===== src/rtl/hsbhm_pkg.sv =====
// ----------------------------------------------------------------------------
// hsbhm_pkg: shared types and codes for the HSB histogram block
// Command codes, channel codes and the controller/datapath interface structs.
// ----------------------------------------------------------------------------
package hsbhm_pkg;

  // command codes carried in the op field
  localparam logic [1:0] OP_ADD   = 2'd0;
  localparam logic [1:0] OP_CLEAR = 2'd1;
  localparam logic [1:0] OP_QUERY = 2'd2;

  // query channel codes
  localparam logic [1:0] CH_HUE    = 2'd0;
  localparam logic [1:0] CH_SAT    = 2'd1;
  localparam logic [1:0] CH_BRIGHT = 2'd2;

  // Q16 one and the step count of the shared divide/multiply unit
  localparam logic [17:0] Q16_ONE     = 18'd65536;
  localparam int          FRAC_BITS   = 17;
  localparam logic [4:0]  ARITH_STEPS = 5'd17;

  // controller to datapath
  typedef struct packed {
    logic capture;
    logic clr_run;
    logic add_rd;
    logic add_wr;
    logic sum_start;
    logic sum_run;
    logic arith_start;
    logic arith_run;
    logic pct_start;
    logic pct_run;
    logic out_load;
  } hsbhm_cmd_t;

  // datapath to controller
  typedef struct packed {
    logic clr_last;
    logic sum_done;
    logic arith_done;
    logic pct_done;
    logic out_free;
  } hsbhm_stat_t;

endpackage


===== src/rtl/hsbhm_ctrl.sv =====
// ----------------------------------------------------------------------------
// hsbhm_ctrl: command sequencer
// Decodes each accepted word and steps the datapath through clear, add and
// query phases.
// ----------------------------------------------------------------------------
module hsbhm_ctrl import hsbhm_pkg::*; (
  input  logic        clk,
  input  logic        rst,
  input  logic        in_valid,
  output logic        in_ready,
  input  logic [1:0]  in_op,
  input  logic [1:0]  in_ch,
  input  hsbhm_stat_t stat,
  output hsbhm_cmd_t  cmd
);

  localparam logic [2:0] S_CLR    = 3'd0;
  localparam logic [2:0] S_IDLE   = 3'd1;
  localparam logic [2:0] S_ADD_RD = 3'd2;
  localparam logic [2:0] S_ADD_WR = 3'd3;
  localparam logic [2:0] S_SUM    = 3'd4;
  localparam logic [2:0] S_ARITH  = 3'd5;
  localparam logic [2:0] S_PCT    = 3'd6;
  localparam logic [2:0] S_DONE   = 3'd7;

  logic [2:0] state, state_next;
  logic       take;

  assign in_ready = (state == S_IDLE);
  assign take     = in_valid && in_ready;

  // next state and commands
  always_comb begin
    state_next      = state;
    cmd             = '0;
    cmd.capture     = take;
    cmd.clr_run     = (state == S_CLR);
    cmd.add_rd      = (state == S_ADD_RD);
    cmd.add_wr      = (state == S_ADD_WR);
    cmd.sum_run     = (state == S_SUM);
    cmd.arith_run   = (state == S_ARITH) && !stat.arith_done;
    cmd.pct_run     = (state == S_PCT);
    unique case (state)
      S_CLR: begin
        if (stat.clr_last) state_next = S_IDLE;
      end
      S_IDLE: begin
        if (take) begin
          if (in_op == OP_ADD) begin
            state_next = S_ADD_RD;
          end else if (in_op == OP_CLEAR) begin
            state_next = S_CLR;
          end else if (in_op == OP_QUERY &&
                       (in_ch == CH_HUE || in_ch == CH_SAT || in_ch == CH_BRIGHT)) begin
            state_next    = S_SUM;
            cmd.sum_start = 1'b1;
          end
        end
      end
      S_ADD_RD: state_next = S_ADD_WR;
      S_ADD_WR: state_next = S_IDLE;
      S_SUM: begin
        if (stat.sum_done) begin
          state_next      = S_ARITH;
          cmd.arith_start = 1'b1;
        end
      end
      S_ARITH: begin
        if (stat.arith_done) begin
          state_next    = S_PCT;
          cmd.pct_start = 1'b1;
        end
      end
      S_PCT: begin
        if (stat.pct_done) state_next = S_DONE;
      end
      S_DONE: begin
        if (stat.out_free) begin
          state_next   = S_IDLE;
          cmd.out_load = 1'b1;
        end
      end
      default: state_next = S_IDLE;
    endcase
  end

  always_ff @(posedge clk) begin
    if (rst) begin
      state <= S_CLR;
    end else begin
      state <= state_next;
    end
  end

  // checks
  a_load_free: assert property (@(posedge clk) disable iff (rst)
    cmd.out_load |-> stat.out_free) else $error("result loaded over a waiting word");
  a_add_seq: assert property (@(posedge clk) disable iff (rst)
    (take && in_op == OP_ADD) |=> state == S_ADD_RD) else $error("add not started");
  a_arith_after_sum: assert property (@(posedge clk) disable iff (rst)
    cmd.arith_start |-> stat.sum_done) else $error("arith started before sums done");
  a_one_phase: assert property (@(posedge clk) disable iff (rst)
    $onehot0({cmd.clr_run, cmd.add_wr, cmd.sum_run, cmd.pct_run}))
    else $error("overlapping memory phases");

endmodule


===== config.mk =====
export PLATFORM = sky130hd
export DESIGN_NAME = hsbhm_ctrl
export DESIGN_NICKNAME = d
export VERILOG_FILES = /design/src/rtl/hsbhm_pkg.sv /design/src/rtl/hsbhm_ctrl.sv
export SDC_FILE = /design/constraint.sdc
export NUM_CORES = 1
export LEC_CHECK = 0
export BUFFER_PORTS_ARGS = -buffer_cell sky130_fd_sc_hd__buf_4
export CAP_MARGIN = 10
export CORE_AREA = 2 2 39 41
export CTS_CLUSTER_DIAMETER = 40
export DETAILED_ROUTE_END_ITERATION = 10
export DIE_AREA = 0 0 41 43
export PLACE_DENSITY_LB_ADDON = 0.05
export SYNTH_ARGS = -nofsm -noshare
export SYNTH_HDL_FRONTEND = slang
export SYNTH_SLANG_ARGS = --single-unit

===== constraint.sdc =====
create_clock -name clk -period 3.35 [get_ports clk]
set_clock_uncertainty 0.2 [all_clocks]
set_input_delay 0.1675 -clock clk [delete_from_list [all_inputs] [get_ports clk]]
set_output_delay 0.1675 -clock clk [all_outputs]
set_load 0.005 [all_outputs]

## Word level (Yosys, flattened, before mapping)

Cells that the tools add are included.

| storage, ports and cells | value |
|---|---|
| register bits after elaboration | 3 |
| bits in latches | 0 |
| memory bits (writable) | 0 |
| bits in read-only memories | 0 |
| input bits | 12 |
| output and inout port bits | 12 |
| memories kept | 0 |

| operators by class | value |
|---|---|
| $add $sub $neg | 0 |
| $mul | 0 |
| div/mod/pow operators | 0 |
| magnitude comparators | 0 |
| eq/ne operators | 18 |
| shifts and indexed selects | 0 |
| mux-type cells | 21 |
| bitwise operators | 0 |
| reduce and logical (&&, ||, !) cells | 10 |

Operators by type and width:

| kind | number |
|---|---|
| 3-bit 2-to-1 mux | 9 |
| 3-bit one-hot mux with 8 select lines | 1 |
| 3-bit equality test (second input constant) | 4 |
| 1-bit 2-to-1 mux | 11 |
| 2-bit inequality test (second input constant) | 5 |
| 7-bit AND reduction | 1 |
| 3-bit by 2-bit equality test with 1-bit output (second input constant) | 2 |
| 2-bit by 1-bit equality test with 1-bit output (second input constant) | 2 |
| 2-bit equality test (second input constant) | 2 |
| 2-bit logical NOT | 2 |
| 4-bit by 1-bit inequality test with 1-bit output (second input constant) | 1 |
| 3-bit by 1-bit equality test with 1-bit output (second input constant) | 1 |
| 1-bit logical AND | 3 |
| 3-bit logical NOT | 1 |
| 1-bit logical OR | 2 |
| 2-bit by 1-bit inequality test with 1-bit output (second input constant) | 1 |
| 1-bit logical NOT | 1 |

## Depth between registers and ports, before layout

Gate-level depths: netlist of the first run.

| logic depth | value |
|---|---|
| word-level depth | 9 |
| depth in mapped cells | 4 |
| mapped depth without buffers | 4 |

## Least setup slack after synthesis of the first run

OpenSTA, ideal clock, no wires.

| timing | value |
|---|---|
| path type | register to register |
| from | register state[2] |
| to | register state[0] |
| setup time | 0.112 ns |
| arrival time | 1.191 ns |
| data required time | 3.038 ns |
| path slack | 1.846 ns |
| stages on the path, launching flop included | 4 |
| path buffers | 0 |
| path through | dfxtp_1 mux2_2 and3_1 a2111oi_1 |

| between the ends | value |
|---|---|
| cells in the longest elaborated chain, start to end | 4 |
| elaborated cells between the ends (all ways) | 18 |
| those cells by class | eq/ne: 14; mux: 1; reduce/logical: 3 |

RTL lines:

| what | RTL line | text |
|---|---|---|
| from (decl) | hsbhm_ctrl.sv:26 | `logic [2:0] state, state_next;` |
| from (signal assigned) | hsbhm_ctrl.sv:91 | `state <= state_next;` |
| 3-bit by 1-bit equality test with 1-bit output | hsbhm_ctrl.sv:29, hsbhm_ctrl.sv:43 |  |
| 1-bit logical AND | hsbhm_ctrl.sv:30 | `assign take = in_valid && in_ready;` |
| 2-bit by 1-bit inequality test with 1-bit output (no source line) | - |  |
| 7-bit AND reduction (no source line) | - |  |

Parallel ways exist; a longest one is shown, timed or not.
A chain may end at the register's enable or synchronous reset.

==> results of run 1 <==
[how the worst max path moves through the flow]
stage               end  slack (ns)  depth (start not counted)
2_1_floorplan  state[0]        1.85                          3
3_3_place_gp     cmd[6]        1.53                          5
3_5_place_dp   state[0]        1.50                          3
4_1_cts          cmd[6]        1.30                          5
5_1_grt          cmd[6]        1.22                          5
6_report         cmd[6]        1.31                          5
[power by group]
part           switching [mW]  total (mW)  leakage (nW)  internal [mW]
registers             0.00791      0.0464        0.0246         0.0385
clock network          0.0205      0.0652        0.0150         0.0448
logic                  0.0167      0.0427         0.189         0.0260
[cells in the mapped netlist]
cell and instances:
a2111oi_1 1, dfxtp_1 3, o211ai_1 1, a2111oi_0 1, buf_2 1, buf_4 1, clkbuf_1 2, nor2_1 4
nand2_1 3, and3_1 2, and4_1 1, o32ai_1 1, clkinv_1 1, a21oi_1 2, o221ai_1 1, nor4_1 1
o2111ai_1 1, nand3b_1 2, inv_1 3, o21ai_0 1, nor2b_1 3, and2_1 2, or3b_1 1, mux2_2 1
nor3_1 5
[cells by family (layout without fill, tap and decap cells)]
kind of cell / count (synthesis) / after routing / synth area share [%]
flip-flops: 3 / 3 / 19.5
AO/OA/AOI/OAI: 9 / 9 / 22.0
multiplexers: 1 / 1 / 3.66
AND/OR/NAND/NOR: 24 / 24 / 43.5
buffers and inverters: 8 / 32 / 11.4
[repair_timing]
action	4_1_cts	5_1_grt
hold buffers	1	0
endpoints found under the hold margin	3	0
resized for setup	0	0
[worst max-delay path, cell delays in order, from the launching register on]
cell      delay, ns
dfxtp_1        0.55
or3b_1         0.41
clkinv_1       0.08
and2_1         0.14
and3_1         0.15
buf_4          0.10
[metrics by stage]
stage	setup slack, ns	cell area, µm²
after detailed placement	1.50	480
after floorplan	1.85	308
after CTS	1.30	517
after global routing	1.22	517
final	1.31	517
after global placement	1.53	480
[cell type report]
cell class | count | share of cell area (%)
clock buffers | 4 | 5.08
repair buffers | 24 | 35.4
flip-flops and latches | 3 | 11.6
multi-input cells | 34 | 41.2
inverters | 4 | 2.91
well taps | 16 | 3.87
[routing by layer]
layer,global-route usage (%),vias to the layer above,wire length (µm)
li1,-,210,-
met1,17.6,174,436
met2,18.8,17,437
met3,0,0,79
met4,12.0,0,0
met5,0,-,0
==> metrics, run 1 <==
status complete, no violations; Core Area 1380 µm²; largest net degree at the start of global routing 15; antenna diode count 0; Synth area leaders dfxtp_1, nor3_1, nor2b_1, nand3b_1, nor2_1; CTS tree built; worst skew pair latency 0.24 ns; Clock Sinks 3; Clock Pin Slew Worst Setup and Hold Paths 0.04 ns; Routed WL 953 µm; setup slack, reg-to-reg 1.55 ns; worst hold path class input port to flip-flop; Starting Density 22.2%; number of flip-flops in the largest register 3; crit path kind flip-flop to output port; Critical R2R Launch state[2]; Initial DRC Count 3; buffers added on ports 23; Yosys warnings 0; die width 41 µm; Final Setup Violations 0; CP Data Required Time 2.98 ns; leakage 0.229 nW; vias 401; Syn Inst Count 45; CP endpoint kind output port; post-layout minimum cycle time 2.04 ns; Max-Cap Viols 0; die height 43 µm; Site Rows 14; Worst Path Arrival 1.67 ns; Most flops, register state; fin. max-slew vios 0; most common cell after layout, fill and taps aside buf_4; fillers 145; register area 60.1 µm²; CTS buffer count 3; Placer Congestion 0.706; grt ovf 0; VDD IR-drop max 74.0 µV; post-layout util 37.3%; worst hold slack 0.0547 ns; TNS Setup 0 ns; routed vias/inst 4.72; syn_nets 57; Worst Tran Pin Value 0.379 ns; r2r endpoint state[0]; first-pass GRT wire length 1580 µm; clk buf depth 2; most frequent cells in the layout buf_4, nor3_1, nor2_1; layout cells sized above 1 39.1%; RSZ-0062 raised after global routing false; Hold Path Origin in_op[1]; Worst R2R Path Depth 3; WL per Instance 11.2 µm; area occupied by multi-input gates 213 µm²; antenna violations before repair 0; PwrDens 299 nW/µm²; area of the die 1760 µm²; Fmax 491 MHz; top cell type's share of synthesized area 19.5%; post-DP HPWL 737 µm; nets 82; Crit Path Max Fanout 14; Hold Path Sink state[0]; post-CTS setup buffers 0; syn avg cell area 6.84 µm²; CTS root buf clkbuf_4; final hold violations 0; I/O pins 24; Slew Limit Headroom 74.1%; ANT nets after route 0; H-tree Lvls 1; Seq cells post-synth 3; biggest regs state x3; hold path cells 3; Final Total Pwr 0.154 mW; DR pass1 iterations 4; part of the cycle the worst path needs 60.8%; Synth cell types 25; area leader, netlist dfxtp_1; final std cells w/o fill 85; crit start category flip-flop; Seq/Total Area, Yosys 19.5%; vias in the first global route 385; Post-Syn Area 308 µm²; placed cells 80; # DRC 0; GRT Total Usage 13.3%; Crit. Startpoint state[0]; Area Growth Syn to Fin 67.9%
(Power assumes the default switching activity.)
==> run 2, diff against run 1 <==
==> constraint.sdc (replaced) <==
create_clock -name clk -period 1.98 [get_ports clk]
set_clock_uncertainty 0.2 [all_clocks]
set_input_delay 0.099 -clock clk [delete_from_list [all_inputs] [get_ports clk]]
set_output_delay 0.099 -clock clk [all_outputs]
set_load 0.005 [all_outputs]
==> run 2 against run 1 <==
Against the previous run:
- final area up 6.3%
- non-clock buffer count up 4
- highest routed layer is now met4
- register-to-register slack worse by 1.1 ns
- sequential power up 46%
- wire length up 0.63%
- critical path type unchanged
==> metrics, run 2 (same netlist as run 1, synthesis figures left out) <==
status complete, no violations; Final Total Pwr 0.271 mW; met3 WL 79 µm; final setup margin 0.275 ns; number of flip-flops in the largest register 3; nets 86; buffers added on ports 23; fillers 160; Area Growth Syn to Fin 78.5%; Starting Density 22.2%; placed cells 83; GRT Total Usage 12.1%; routed vias/inst 4.82; Most flops, register state; final std cells w/o fill 89; DR pass1 iterations 4; final hold violations 0; clk buf depth 2; post_cts resized 0; grt ovf 0; VDD IR-drop max 169 µV; CTS buffer count 3; die width 41 µm; finished layout cell area 549 µm²; die height 43 µm; Clock Pin Slew Worst Setup and Hold Paths 0.04 ns; worst skew pair latency 0.24 ns; most frequent cells in the layout buf_4, nor3_1, nor2_1; leakage 0.249 nW; biggest regs state x3; CP endpoint kind output port; wl on met1 429 µm; Crit Path Max Fanout 3; Clock Sinks 3; crit start category flip-flop; first-pass GRT wire length 1410 µm; Core Area 1380 µm²; Worst Path Arrival 1.41 ns; Placement Setup Slack 0.436 ns; Site Rows 14; layout cells sized above 1 41.1%; top sig layer met4; ANT nets after route 0; antenna diode count 0; I/O pins 24; register area 60.1 µm²; vias in the first global route 380; setup slack, reg-to-reg 0.42 ns; post-DP HPWL 748 µm; Fmax 586 MHz; largest net degree at the start of global routing 14; CTS tree built; post-CTS setup buffers 0; area of the die 1760 µm²; antenna violations before repair 0; worst hold path class input port to flip-flop; Placer Congestion 0.732; Routed WL 959 µm; fin. max-slew vios 0; PwrDens 493 nW/µm²; CP Data Required Time 1.68 ns; vias 429; Worst Tran Pin Value 0.381 ns; H-tree Lvls 1; Slew Limit Headroom 74.0%; TNS Setup 0 ns; CTS root buf clkbuf_4; most common cell after layout, fill and taps aside buf_4; Initial DRC Count 8; crit path kind flip-flop to output port; WL per Instance 10.8 µm; area occupied by multi-input gates 213 µm²; Routed met2 length 413 µm; post-layout minimum cycle time 1.71 ns; RSZ-0062 raised after global routing false; Final Setup Violations 0; part of the cycle the worst path needs 86.1%; DP Area 503 µm²; # DRC 0; Max-Cap Viols 0
-- run 2: cell types whose count changed in the layout (fill, tap and decap cells not counted), sizes merged --
| cell | delta |
|---|---|
| buf | +3 |
| dlygate4sd3 | +1 |
-- run 2: final cells by class --
cell class / count / share of cell area (%)
Clock buffer: 4 / 4.78
Inverter: 4 / 2.73
Multi-Input combinational cell: 34 / 38.7
Sequential cell: 3 / 10.9
Tap cell: 16 / 3.64
Timing Repair Buffer: 28 / 39.2
-- run 2: metal layers --
layer | global-route usage, % | vias to the layer above
met3 | 1.57 | 4
met1 | 15.0 | 189
met5 | 0 | -
met2 | 16.6 | 19
li1 | - | 217
met4 | 12.0 | 0
-- run 2: worst paths after layout --
check                 from  endpoint  cells after the start
setup / recovery  state[1]    cmd[6]                      5
hold / removal     stat[0]  state[2]                      4
setup reg to reg  state[2]  state[0]                      3
hold reg to reg   state[1]  state[2]                      3
-- run 2: critical path, cell delays in order, from the launching register on --
cell	delay, ns
dfxtp_1	0.31
or3b_1	0.39
clkinv_1	0.08
and2_1	0.13
and3_1	0.15
buf_4	0.10
-- run 2: timing repair --
action	in CTS	in global routing
hold endpoints to repair	3	0
setup endpoints to repair	0	0
hold buffers	2	0
-- run 2: report_power, final --
group	switching (mW)	total [mW]	internal, mW
clock network	0.0369	0.113	0.0759
registers	0.00248	0.0676	0.0651
logic	0.0400	0.0906	0.0506
total	0.0794	0.271	0.192
-- run 2: through the flow --
step	util, %	hold slack, ns
finish	39.7	0.0416
global route	39.7	0.0959
CTS	39.7	0.0454
detailed placement	36.3	0.0969
global placement	36.3	0.105
floorplan	-	-0.0319
